[src/design/cerm_pkg.sv]
`default_nettype none

package cerm_pkg;

  // Field and state widths
  localparam int TPS_W      = 8;
  localparam int THR_W      = 15;
  localparam int CUR_W      = 16;
  localparam int MV_W       = 16;
  localparam int PROD_W     = THR_W + MV_W;
  localparam int HRS_W      = 21;
  localparam int MS_W       = 6;
  localparam int SEC_W      = 32;
  localparam int CHG_W      = 48;
  localparam int NRG_W      = 63;
  localparam int CFG_IDX_W  = 2;
  localparam int CFG_DATA_W = 16;

  // Register reset values
  localparam logic [TPS_W-1:0] TPS_RESET = 8'd10;
  localparam logic [THR_W-1:0] THR_RESET = 15'd1;

  // Last value of a minute or second digit before it rolls over
  localparam logic [MS_W-1:0] LAST_MS = 6'd59;

  // Saturation limits
  localparam logic [CHG_W-1:0] CHARGE_MAX = '1;
  localparam logic [NRG_W-1:0] ENERGY_MAX = '1;

  // Configuration register indexes
  typedef enum logic [CFG_IDX_W-1:0] {
    CFG_TPS = 2'd0,
    CFG_THR = 2'd1
  } cfg_idx_t;

  typedef struct packed {
    logic [TPS_W-1:0] tps;
    logic [THR_W-1:0] thr;
  } cfg_t;

  // Registered measurement between the front stage and the accumulator
  typedef struct packed {
    logic              clear;
    logic              active;
    logic [THR_W-1:0]  cur;
    logic [PROD_W-1:0] prod;
  } meas_t;

  typedef struct packed {
    logic             pulse;
    logic [HRS_W-1:0] hours;
    logic [MS_W-1:0]  minutes;
    logic [MS_W-1:0]  seconds;
    logic [CHG_W-1:0] charge;
    logic [NRG_W-1:0] energy;
  } res_t;

endpackage

`default_nettype wire

[src/design/cerm_in_if.sv]
`default_nettype none

interface cerm_in_if;
  import cerm_pkg::*;

  logic                    valid;
  logic                    ready;
  logic                    req_type;
  logic signed [CUR_W-1:0] current_ma;
  logic        [MV_W-1:0]  bus_mv;

  modport source (output valid, output req_type, output current_ma, output bus_mv,
                  input ready);
  modport sink   (input valid, input req_type, input current_ma, input bus_mv,
                  output ready);
endinterface

`default_nettype wire

[src/design/cerm_out_if.sv]
`default_nettype none

interface cerm_out_if;
  import cerm_pkg::*;

  logic             valid;
  logic             ready;
  logic             show_pulse;
  logic [HRS_W-1:0] hours;
  logic [MS_W-1:0]  minutes;
  logic [MS_W-1:0]  seconds;
  logic [CHG_W-1:0] charge_sum;
  logic [NRG_W-1:0] energy_sum;

  modport source (output valid, output show_pulse, output hours, output minutes,
                  output seconds, output charge_sum, output energy_sum, input ready);
  modport sink   (input valid, input show_pulse, input hours, input minutes,
                  input seconds, input charge_sum, input energy_sum, output ready);
endinterface

`default_nettype wire

[src/design/cerm_cfg_if.sv]
`default_nettype none

interface cerm_cfg_if;
  import cerm_pkg::*;

  logic                  valid;
  logic                  ready;
  logic [CFG_IDX_W-1:0]  index;
  logic [CFG_DATA_W-1:0] data;

  modport source (output valid, output index, output data, input ready);
  modport sink   (input valid, input index, input data, output ready);
endinterface

`default_nettype wire

[src/design/cerm_cfg_regs.sv]
`default_nettype none

module cerm_cfg_regs (
  input  wire logic           clk,
  input  wire logic           rst_n,
  cerm_cfg_if.sink            cfg_ch,
  output      cerm_pkg::cfg_t cfg
);
  import cerm_pkg::*;

  logic [TPS_W-1:0] tps_r, tps_nxt;
  logic [THR_W-1:0] thr_r, thr_nxt;

  // Writes are always accepted
  assign cfg_ch.ready = 1'b1;

  // Register decode; unknown indexes are dropped
  always_comb begin
    tps_nxt = tps_r;
    thr_nxt = thr_r;
    if (cfg_ch.valid) begin
      unique case (cfg_ch.index)
        CFG_TPS: tps_nxt = cfg_ch.data[TPS_W-1:0];
        CFG_THR: thr_nxt = cfg_ch.data[THR_W-1:0];
        default: ;
      endcase
    end
  end

  always_ff @(posedge clk) begin
    if (!rst_n) begin
      tps_r <= TPS_RESET;
      thr_r <= THR_RESET;
    end else begin
      tps_r <= tps_nxt;
      thr_r <= thr_nxt;
    end
  end

  assign cfg.tps = tps_r;
  assign cfg.thr = thr_r;

endmodule

`default_nettype wire

[src/design/cerm_meas_stage.sv]
`default_nettype none

module cerm_meas_stage (
  input  wire logic                    clk,
  input  wire logic                    load,
  input  wire logic                    req_type,
  input  wire logic signed [cerm_pkg::CUR_W-1:0] current_ma,
  input  wire logic [cerm_pkg::MV_W-1:0]  bus_mv,
  input  wire logic [cerm_pkg::THR_W-1:0] thr,
  output      cerm_pkg::meas_t          meas
);
  import cerm_pkg::*;

  meas_t meas_r, meas_nxt;

  // Threshold compare and power product; negative current is never active
  always_comb begin
    meas_nxt.clear  = req_type;
    meas_nxt.cur    = current_ma[THR_W-1:0];
    meas_nxt.active = !current_ma[CUR_W-1] && (current_ma[THR_W-1:0] > thr);
    meas_nxt.prod   = PROD_W'(current_ma[THR_W-1:0]) * PROD_W'(bus_mv);
  end

  always_ff @(posedge clk) begin
    if (load) begin
      meas_r <= meas_nxt;
    end
  end

  assign meas = meas_r;

endmodule

`default_nettype wire

[src/design/cerm_acc_core.sv]
`default_nettype none

module cerm_acc_core (
  input  wire logic                    clk,
  input  wire logic                    rst_n,
  input  wire logic                    adv,
  input  wire cerm_pkg::meas_t         meas,
  input  wire logic [cerm_pkg::TPS_W-1:0] tps,
  output      cerm_pkg::res_t          res
);
  import cerm_pkg::*;

  logic [TPS_W-1:0] tick_r, tick_nxt;
  logic [SEC_W-1:0] esec_r, esec_nxt;
  logic [HRS_W-1:0] hrs_r, hrs_nxt;
  logic [MS_W-1:0]  min_r, min_nxt;
  logic [MS_W-1:0]  sec_r, sec_nxt;
  logic [CHG_W-1:0] charge_r, charge_nxt;
  logic [NRG_W-1:0] energy_r, energy_nxt;
  res_t             res_r, res_nxt;

  logic [TPS_W-1:0] tick_inc;
  logic             roll;
  logic [CHG_W:0]   charge_add;
  logic [NRG_W:0]   energy_add;

  // Prescaler and saturating sums
  assign tick_inc   = tick_r + TPS_W'(1);
  assign roll       = (tick_inc >= tps);
  assign charge_add = {1'b0, charge_r} + (CHG_W + 1)'(meas.cur);
  assign energy_add = {1'b0, energy_r} + (NRG_W + 1)'(meas.prod);

  // State update; h/m/s track the seconds count digit by digit
  always_comb begin
    tick_nxt   = tick_r;
    esec_nxt   = esec_r;
    hrs_nxt    = hrs_r;
    min_nxt    = min_r;
    sec_nxt    = sec_r;
    charge_nxt = charge_r;
    energy_nxt = energy_r;
    if (meas.clear) begin
      esec_nxt   = '0;
      hrs_nxt    = '0;
      min_nxt    = '0;
      sec_nxt    = '0;
      charge_nxt = '0;
    end else begin
      tick_nxt = roll ? '0 : tick_inc;
      if (roll && meas.active) begin
        esec_nxt = esec_r + SEC_W'(1);
        // seconds count wraps to zero: so do the digits
        if (esec_r == '1) begin
          hrs_nxt = '0;
          min_nxt = '0;
          sec_nxt = '0;
        end else if (sec_r != LAST_MS) begin
          sec_nxt = sec_r + MS_W'(1);
        end else begin
          sec_nxt = '0;
          if (min_r != LAST_MS) begin
            min_nxt = min_r + MS_W'(1);
          end else begin
            min_nxt = '0;
            hrs_nxt = hrs_r + HRS_W'(1);
          end
        end
      end
      if (meas.active) begin
        charge_nxt = charge_add[CHG_W] ? CHARGE_MAX : charge_add[CHG_W-1:0];
        energy_nxt = energy_add[NRG_W] ? ENERGY_MAX : energy_add[NRG_W-1:0];
      end
    end
  end

  // Result fields reflect the updated state
  always_comb begin
    res_nxt.pulse   = !meas.clear && (tick_nxt == '0);
    res_nxt.hours   = hrs_nxt;
    res_nxt.minutes = min_nxt;
    res_nxt.seconds = sec_nxt;
    res_nxt.charge  = charge_nxt;
    res_nxt.energy  = energy_nxt;
  end

  always_ff @(posedge clk) begin
    if (!rst_n) begin
      tick_r   <= '0;
      esec_r   <= '0;
      hrs_r    <= '0;
      min_r    <= '0;
      sec_r    <= '0;
      charge_r <= '0;
      energy_r <= '0;
    end else if (adv) begin
      tick_r   <= tick_nxt;
      esec_r   <= esec_nxt;
      hrs_r    <= hrs_nxt;
      min_r    <= min_nxt;
      sec_r    <= sec_nxt;
      charge_r <= charge_nxt;
      energy_r <= energy_nxt;
    end
  end

  // Result register, payload only
  always_ff @(posedge clk) begin
    if (adv) begin
      res_r <= res_nxt;
    end
  end

  assign res = res_r;

`ifndef SYNTHESIS
  a_digits_range: assert property (@(posedge clk) disable iff (!rst_n)
    (min_r <= LAST_MS) && (sec_r <= LAST_MS))
    else $error("minute or second digit out of range");

  a_digits_match: assert property (@(posedge clk) disable iff (!rst_n)
    esec_r == (SEC_W'(hrs_r) * SEC_W'(3600) + SEC_W'(min_r) * SEC_W'(60) + SEC_W'(sec_r)))
    else $error("h/m/s digits disagree with seconds count");

  a_clear_zeroes: assert property (@(posedge clk) disable iff (!rst_n)
    (adv && meas.clear) |=> (charge_r == '0) && (esec_r == '0))
    else $error("clear transfer did not zero charge and seconds");

  a_energy_monotonic: assert property (@(posedge clk) disable iff (!rst_n)
    $past(rst_n) |-> (energy_r >= $past(energy_r)))
    else $error("energy sum decreased");
`endif

endmodule

`default_nettype wire

[src/design/charge_energy_runtime_meter_unit.sv]
// Charge and energy run-time meter. Each input transfer is either a timer
// tick carrying current (mA, signed) and bus voltage (mV), or a clear event;
// each one yields exactly one result transfer with the display pulse, the
// active run time as hours/minutes/seconds, and raw saturating charge and
// energy sums. One item is accepted every clock cycle unless the output
// stalls. There are two register stages: the first holds the threshold
// compare and the 15x16 current-times-voltage product, the second holds
// the prescaler, run-time digits and the two saturating accumulators that
// update once per item. A full result register lets one more item enter
// the first stage before the input stalls. Configuration writes are
// expected only while the block is idle, and there is no clearing pass
// after reset.
`default_nettype none

module charge_energy_runtime_meter_unit (
  input  wire logic  clk,
  input  wire logic  rst_n,
  cerm_in_if.sink    in_ch,
  cerm_out_if.source out_ch,
  cerm_cfg_if.sink   cfg_ch
);
  import cerm_pkg::*;

  cfg_t  cfg;
  meas_t meas;
  res_t  res;

  logic s1_valid_r, s1_valid_nxt;
  logic out_valid_r, out_valid_nxt;
  logic out_free;
  logic adv;
  logic load;

  // Pipeline handshake: stage 1 moves on when the result register frees up
  assign out_free    = !out_valid_r || out_ch.ready;
  assign adv         = s1_valid_r && out_free;
  assign in_ch.ready = !s1_valid_r || adv;
  assign load        = in_ch.valid && in_ch.ready;

  always_comb begin
    s1_valid_nxt  = load ? 1'b1 : (adv ? 1'b0 : s1_valid_r);
    out_valid_nxt = adv ? 1'b1 : (out_ch.ready ? 1'b0 : out_valid_r);
  end

  always_ff @(posedge clk) begin
    if (!rst_n) begin
      s1_valid_r  <= 1'b0;
      out_valid_r <= 1'b0;
    end else begin
      s1_valid_r  <= s1_valid_nxt;
      out_valid_r <= out_valid_nxt;
    end
  end

  cerm_cfg_regs u_cfg (
    .clk    (clk),
    .rst_n  (rst_n),
    .cfg_ch (cfg_ch),
    .cfg    (cfg)
  );

  cerm_meas_stage u_meas (
    .clk        (clk),
    .load       (load),
    .req_type   (in_ch.req_type),
    .current_ma (in_ch.current_ma),
    .bus_mv     (in_ch.bus_mv),
    .thr        (cfg.thr),
    .meas       (meas)
  );

  cerm_acc_core u_core (
    .clk   (clk),
    .rst_n (rst_n),
    .adv   (adv),
    .meas  (meas),
    .tps   (cfg.tps),
    .res   (res)
  );

  // Result channel
  assign out_ch.valid      = out_valid_r;
  assign out_ch.show_pulse = res.pulse;
  assign out_ch.hours      = res.hours;
  assign out_ch.minutes    = res.minutes;
  assign out_ch.seconds    = res.seconds;
  assign out_ch.charge_sum = res.charge;
  assign out_ch.energy_sum = res.energy;

endmodule

`default_nettype wire
[src/flat_wrapper.sv]
// flat-port wrapper written by rule: the top's interface ports become plain ports
module charge_energy_runtime_meter_unit_flat import cerm_pkg::*;
  (clk, rst_n, in_ch_valid, in_ch_req_type, in_ch_current_ma, in_ch_bus_mv, in_ch_ready, out_ch_valid, out_ch_show_pulse, out_ch_hours, out_ch_minutes, out_ch_seconds, out_ch_charge_sum, out_ch_energy_sum, out_ch_ready, cfg_ch_valid, cfg_ch_index, cfg_ch_data, cfg_ch_ready);
  cerm_in_if in_ch_i ();
  cerm_out_if out_ch_i ();
  cerm_cfg_if cfg_ch_i ();
  input  wire logic clk;
  input  wire logic rst_n;
  input wire logic [$bits(in_ch_i.valid)-1:0] in_ch_valid;
  input wire logic [$bits(in_ch_i.req_type)-1:0] in_ch_req_type;
  input wire logic [$bits(in_ch_i.current_ma)-1:0] in_ch_current_ma;
  input wire logic [$bits(in_ch_i.bus_mv)-1:0] in_ch_bus_mv;
  output wire logic [$bits(in_ch_i.ready)-1:0] in_ch_ready;
  output wire logic [$bits(out_ch_i.valid)-1:0] out_ch_valid;
  output wire logic [$bits(out_ch_i.show_pulse)-1:0] out_ch_show_pulse;
  output wire logic [$bits(out_ch_i.hours)-1:0] out_ch_hours;
  output wire logic [$bits(out_ch_i.minutes)-1:0] out_ch_minutes;
  output wire logic [$bits(out_ch_i.seconds)-1:0] out_ch_seconds;
  output wire logic [$bits(out_ch_i.charge_sum)-1:0] out_ch_charge_sum;
  output wire logic [$bits(out_ch_i.energy_sum)-1:0] out_ch_energy_sum;
  input wire logic [$bits(out_ch_i.ready)-1:0] out_ch_ready;
  input wire logic [$bits(cfg_ch_i.valid)-1:0] cfg_ch_valid;
  input wire logic [$bits(cfg_ch_i.index)-1:0] cfg_ch_index;
  input wire logic [$bits(cfg_ch_i.data)-1:0] cfg_ch_data;
  output wire logic [$bits(cfg_ch_i.ready)-1:0] cfg_ch_ready;
  assign in_ch_i.valid = in_ch_valid;
  assign in_ch_i.req_type = in_ch_req_type;
  assign in_ch_i.current_ma = in_ch_current_ma;
  assign in_ch_i.bus_mv = in_ch_bus_mv;
  assign in_ch_ready = in_ch_i.ready;
  assign out_ch_valid = out_ch_i.valid;
  assign out_ch_show_pulse = out_ch_i.show_pulse;
  assign out_ch_hours = out_ch_i.hours;
  assign out_ch_minutes = out_ch_i.minutes;
  assign out_ch_seconds = out_ch_i.seconds;
  assign out_ch_charge_sum = out_ch_i.charge_sum;
  assign out_ch_energy_sum = out_ch_i.energy_sum;
  assign out_ch_i.ready = out_ch_ready;
  assign cfg_ch_i.valid = cfg_ch_valid;
  assign cfg_ch_i.index = cfg_ch_index;
  assign cfg_ch_i.data = cfg_ch_data;
  assign cfg_ch_ready = cfg_ch_i.ready;
  charge_energy_runtime_meter_unit u_core (.clk(clk), .rst_n(rst_n), .in_ch(in_ch_i), .out_ch(out_ch_i), .cfg_ch(cfg_ch_i));
endmodule
[config.mk]
export PLATFORM = sky130hd
export DESIGN_NAME = charge_energy_runtime_meter_unit_flat
export DESIGN_NICKNAME = d
export VERILOG_FILES = /design/src/design/cerm_pkg.sv /design/src/design/cerm_in_if.sv /design/src/design/cerm_out_if.sv /design/src/design/cerm_cfg_if.sv /design/src/design/cerm_cfg_regs.sv /design/src/design/cerm_meas_stage.sv /design/src/design/cerm_acc_core.sv /design/src/design/charge_energy_runtime_meter_unit.sv /design/src/flat_wrapper.sv
export SDC_FILE = /design/constraint.sdc
export NUM_CORES = 1
export LEC_CHECK = 0
export ABC_CLOCK_PERIOD_IN_PS = 12300
export BUFFER_PORTS_ARGS = -buffer_cell sky130_fd_sc_hd__clkbuf_2
export CAP_MARGIN = 20
export CORE_MARGIN = 4
export CORE_UTILIZATION = 40
export CTS_CLUSTER_SIZE = 16
export DETAILED_ROUTE_END_ITERATION = 12
export PLACE_DENSITY = 0.56
export SYNTH_ARGS = -nofsm -noshare
export SYNTH_HDL_FRONTEND = slang
export SYNTH_HIERARCHICAL = 1
export SYNTH_SLANG_ARGS = --single-unit
[constraint.sdc]
create_clock -name clk -period 12.3 [get_ports clk]
set_clock_uncertainty 0.2 [all_clocks]
set_input_delay 2.46 -clock clk [delete_from_list [all_inputs] [get_ports clk]]
set_output_delay 2.46 -clock clk [all_outputs]
set_load 0.01 [all_outputs]
### After elaboration in Yosys (flattened, before gate mapping)

Cells that the tools add are included.

* register bits: 402
* bits in latches: 0
* bits in writable memories: 0
* memory bits (read-only): 0
* bits of input ports: 56
* output and inout bits: 148
* memories kept: 0

* $add $sub $neg: 7
* $mul: 1
* div/mod/pow operators: 0
* order comparisons: 2
* equal/unequal tests: 4
* shift-type cells: 0
* mux-type cells: 28
* bitwise logic cells: 0
* reduce and logical (&&, ||, !) cells: 19

Operators with widths (count)
* $mux W63: 3
* $mux W48: 3
* $mux W21: 5
* $add A63 B31 Y64: 1
* $mux W32: 2
* $mux W6: 9
* $add A48 B15 Y49: 1
* $add A32 B1 Y32 const B: 1
* $eq A32 B32 Y1 const B: 1
* $mul A15 B16 Y31: 1
* $add A21 B1 Y21 const B: 1
* $mux W8: 2
* $gt A15 B15 Y1: 1
* $add A6 B1 Y6 const B: 2
* $ne A6 B6 Y1 const B: 2
* $add A8 B1 Y8 const B: 1
* $ge A8 B8 Y1: 1
* $logic_not A8 Y1: 1
* $reduce_and A2 Y1: 3
* $reduce_bool A2 Y1: 3
* $logic_and A1 B1 Y1: 5
* $logic_not A1 Y1: 4
* $mux W1: 4
* $eq A2 B1 Y1 const B: 1
* other kinds (2): 3

### Logic depth before layout (Yosys ltp)

* word-level depth: 6
* mapped depth: 21
* depth with buffers taken out: 20

### Modules after synthesis

The synthesis kept the hierarchy.

Modules (own cells, without submodules)
* cerm_acc_core: instances 1, cells an instance 2013, area an instance 18268.8 um2, sequential area each 8037.7 um2
* cerm_meas_stage: instances 1, cells an instance 1035, area an instance 9905.8 um2, sequential area each 1441.4 um2
* cerm_cfg_regs: instances 1, cells an instance 98, area an instance 939.7 um2, sequential area each 460.4 um2
* charge_energy_runtime_meter_unit: instances 1, cells an instance 9, area an instance 103.8 um2, sequential area each 40.0 um2

### Worst setup path before layout

Ideal clock, no wire load.

* path type: input to register
* from: input port out_ch_ready
* to: register u_core.u_core.charge_r[19]
* arrival time: 11.404 ns
* data required time: 11.968 ns
* setup slack: 0.565 ns
* stages on the path: 6
* cells stage by stage: nor2b_4 nor2b_1 nor2_1 nor2_1 clkbuf_1 nor3_1

* word-level cells in the longest chain between the ends: 2

Ends and longest elaborated chain
* start, declared: RTL line flat_wrapper.sv:21 `input wire logic [$bits(out_ch_i.ready)-1:0] out_ch_ready;`
* $logic_or A1 B1 Y1: RTL line charge_energy_runtime_meter_unit.sv:35 `assign out_free = !out_valid_r || out_ch.ready;`
* $logic_and A1 B1 Y1: RTL line charge_energy_runtime_meter_unit.sv:36 `assign adv = s1_valid_r && out_free;`
* via u_core.adv: RTL line charge_energy_runtime_meter_unit.sv:31 `logic adv;`
* end signal, assigned: RTL line cerm_acc_core.sv:101 `charge_r <= charge_nxt;`
* end, declared: RTL line cerm_acc_core.sv:18 `logic [CHG_W-1:0] charge_r, charge_nxt;`

The timed path passes the listed nets, and every way through them passes these cells.
A chain may end at the register's enable or synchronous reset.

==> results.json <==
{
  "setup_violations": 0,
  "crit_type": "in -> reg",
  "dieHeight_um": 278,
  "clk_path_buf_depth": 3,
  "cts_inserted_buffers": 46,
  "drv_slew": 0,
  "ys_types": 101,
  "instances_no_fill": 4265,
  "num_rows": 98,
  "total_power_mw": 6.50,
  "synth_seq_cells": 402,
  "synth_compound_area_share_pct": 14.9,
  "vias": 23800,
  "crit_fanout": 18,
  "core-area_sq_um": 72000,
  "firstDrtPassIters": 5,
  "synth_nets": 3562,
  "slew_headroom_pct": 29.3,
  "initial_utilization_pct": 40.6,
  "dp.cells": 4176,
  "cts_tree": "built",
  "design_area_sq_um": 32600,
  "antenna_left": 0,
  "cts_root_buffer": "clkbuf_16",
  "wl_mm": 79.5,
  "finalCriticalPeriod_ps": 8420,
  "dieWidth_um": 278,
  "syn-instance-count": 3155,
  "cts.sinks": 402,
  "required_ps": 12420,
  "cp.arrival_ps": 8540,
  "hpwl_mm": 58.2,
  "synth_edf_count": 193,
  "setup-tns-final_ps": 0,
  "hp-class": "reg -> reg",
  "clk_pin_slew_ps": 60,
  "postCtsSetupBuffers": 0,
  "yosysWarningCount": 6,
  "yosysTopAreaCell": "edfxtp_1",
  "synth.area.mux_share_pct": 1.49,
  "grt_pass1_vias": 23900,
  "tightest_slew_ps": 1060,
  "synthSimpleGateAreaFrac_pct": 19.3,
  "io_pins": 204,
  "preCtsSetupSlack_ps": 3310,
  "fillers": 7040,
  "synth_top_area_share_pct": 19.8,
  "clk_latency_ps": 590,
  "ys.flop_type": "dfxtp_1",
  "hold_viol_final": 0,
  "drc_errors": 0,
  "clock.fmax_ghz": 0.119,
  "grt_use_total_pct": 20.1,
  "routabilityCongestion": 0.871,
  "grt_pass1_wl_mm": 128,
  "seq_area_frac_synth_pct": 34.2,
  "endpoint_kind": "flip-flop",
  "overflow": 0,
  "cts.repair.resized": 0,
  "outcome": "finished clean",
  "syn_area_sq_um": 29200,
  "fin_nets": 3684,
  "peakVddDrop_v": 0.000372,
  "drive_above_1_share_pct": 11.1,
  "synth_top_family_by_area": "adder cells",
  "setup_ws_ps": 3880,
  "dieArea_sq_um": 77400,
  "synth.cells.most_frequent": "nand2_1, inv_1, nor2_1",
  "cts_hold_buf": 0,
  "syn_avg_cell_area_sq_um": 9.26,
  "viasPerCell": 5.59,
  "portBuffers": 201,
  "placed_area_sq_um": 31000,
  "maxCapViolations": 0,
  "leakagePower_nw": 13.2,
  "post-route-period-util_pct": 68.4,
  "cts_max_level": 2,
  "powerDensity_nw_per_um2": 200,
  "critPathLaunchType": "primary input",
  "wl_per_cell_um": 18.6,
  "syn_to_final_growth_pct": 11.4,
  "yosysMostFrequentCell": "nand2_1",
  "ys_async_sr_fraction_pct": 0,
  "grt_setup_unrepaired": "false",
  "synth_fa_ha_area_share_pct": 19.7,
  "diodes": 0,
  "antenna_found_initial": 0,
  "synth_area_leaders": "edfxtp_1, dfxtp_1, fa_1, ha_1, nand2_1",
  "grt_max_degree": 161,
  "synthXorXnorAreaFrac_pct": 4.47,
  "dr.first_iter.drc_count": 1600
}
[sequential cells by signal (all words and copies together), names as in the netlist]
signal                  flops
u_core/u_core/res         145
u_core/u_core/energy_r     63
u_core/u_core/charge_r     48
u_core/u_meas/meas         48
u_core/u_core/esec_r       32
u_core/u_core/hrs_r        21
u_core/u_cfg/thr_r         15
u_core/u_cfg/tps_r          8
u_core/u_core/tick_r        8
u_core/u_core/min_r         6
u_core/u_core/sec_r         6
u_core/out_ch.valid         1
u_core/s1_valid_r           1
[worst paths after layout]
| check | start | end | slack, ps | cells after the start |
|---|---|---|---|---|
| max | in_ch_current_ma[5] | u_core/u_meas/meas[30] | 3880 | 21 |
| min | u_core/u_cfg/thr_r[9] | u_core/u_cfg/thr_r[9] | 260 | 2 |
| max reg2reg | u_core/u_meas/meas[22] | u_core/u_core/energy_r[13] | 7820 | 10 |
| min reg2reg | u_core/u_cfg/thr_r[9] | u_core/u_cfg/thr_r[9] | 260 | 2 |
[cells by family (layout without fill, tap and decap cells)]
kind of cell,Yosys count,after routing
buffers and inverters,437,597
adders and majority gates,351,351
muxes,43,43
xor gates and xnor gates,149,149
AOI/OAI and AO/OA,660,660
and+or+nand+nor,1112,1112
other,1,1
DFF,402,402
[metal layers]
metal	GRT usage [%]	up-vias	wire, um
li1	-	11300	-
met3	2.57	132	3890
met1	28.0	11700	36600
met2	33.0	655	37000
met4	5.61	0	2030
met5	0	-	0
[worst max-delay path, cell delays in order]
cell      delay [ps]
clkbuf_2         300
and2_1           300
fa_1             540
inv_1             50
fa_1             530
inv_1             50
fa_1             500
inv_1             50
fa_1             470
inv_1             50
fa_1             530
inv_1             60
fa_1             530
inv_1             40
ha_1             250
a21oi_1          160
o21a_1           210
a21boi_1         540
o211ai_1         320
and4_1           230
or3_1            330
[layout make-up]
cell class	instances	area (sq um)	area share, %
sequential	402	9980	30.7
tap	950	1190	3.65
inverter	283	1060	3.26
timing repair buffer	228	1220	3.76
clock inverter	28	289	0.888
clock buffer	58	1280	3.93
multi-input combinational	2316	17500	53.8
[power by group]
part	total, mW	switching, mW	internal [mW]
Sequential	1.68	0.0515	1.63
Clock	1.42	0.573	0.846
Combinational	3.40	2.06	1.34
[placed cells by master (no fill, tap or decap), drive strengths merged, types with 9 or more instances in the layout]
cell type / instances
ha: 169
a211oi: 41
or3: 25
o22ai: 9
clkbuf: 258
clkinv: 17
nor2: 224
dfxtp: 209
a21o: 29
xor2: 59
o21bai: 9
nor4: 28
nor2b: 12
edfxtp: 193
a21oi: 196
a31oi: 30
nand2b: 14
or4: 12
inv: 286
o211ai: 20
nand4: 55
mux2i: 39
xnor2: 90
nand3: 103
buf: 28
o21ai: 154
o22a: 31
and4: 18
nand2: 301
and2: 162
a311oi: 19
and3: 49
o21a: 27
o31ai: 17
fa: 182
nor3: 90
[stage by stage]
step                      utilization [%]  hold slack, ps
after floorplan                         -             235
final                                45.2             260
after CTS                            45.2             264
after global placement               43.0             247
after detailed placement             43.0             252
after global routing                 45.2             282
Power figures use the tool's default switching activity.
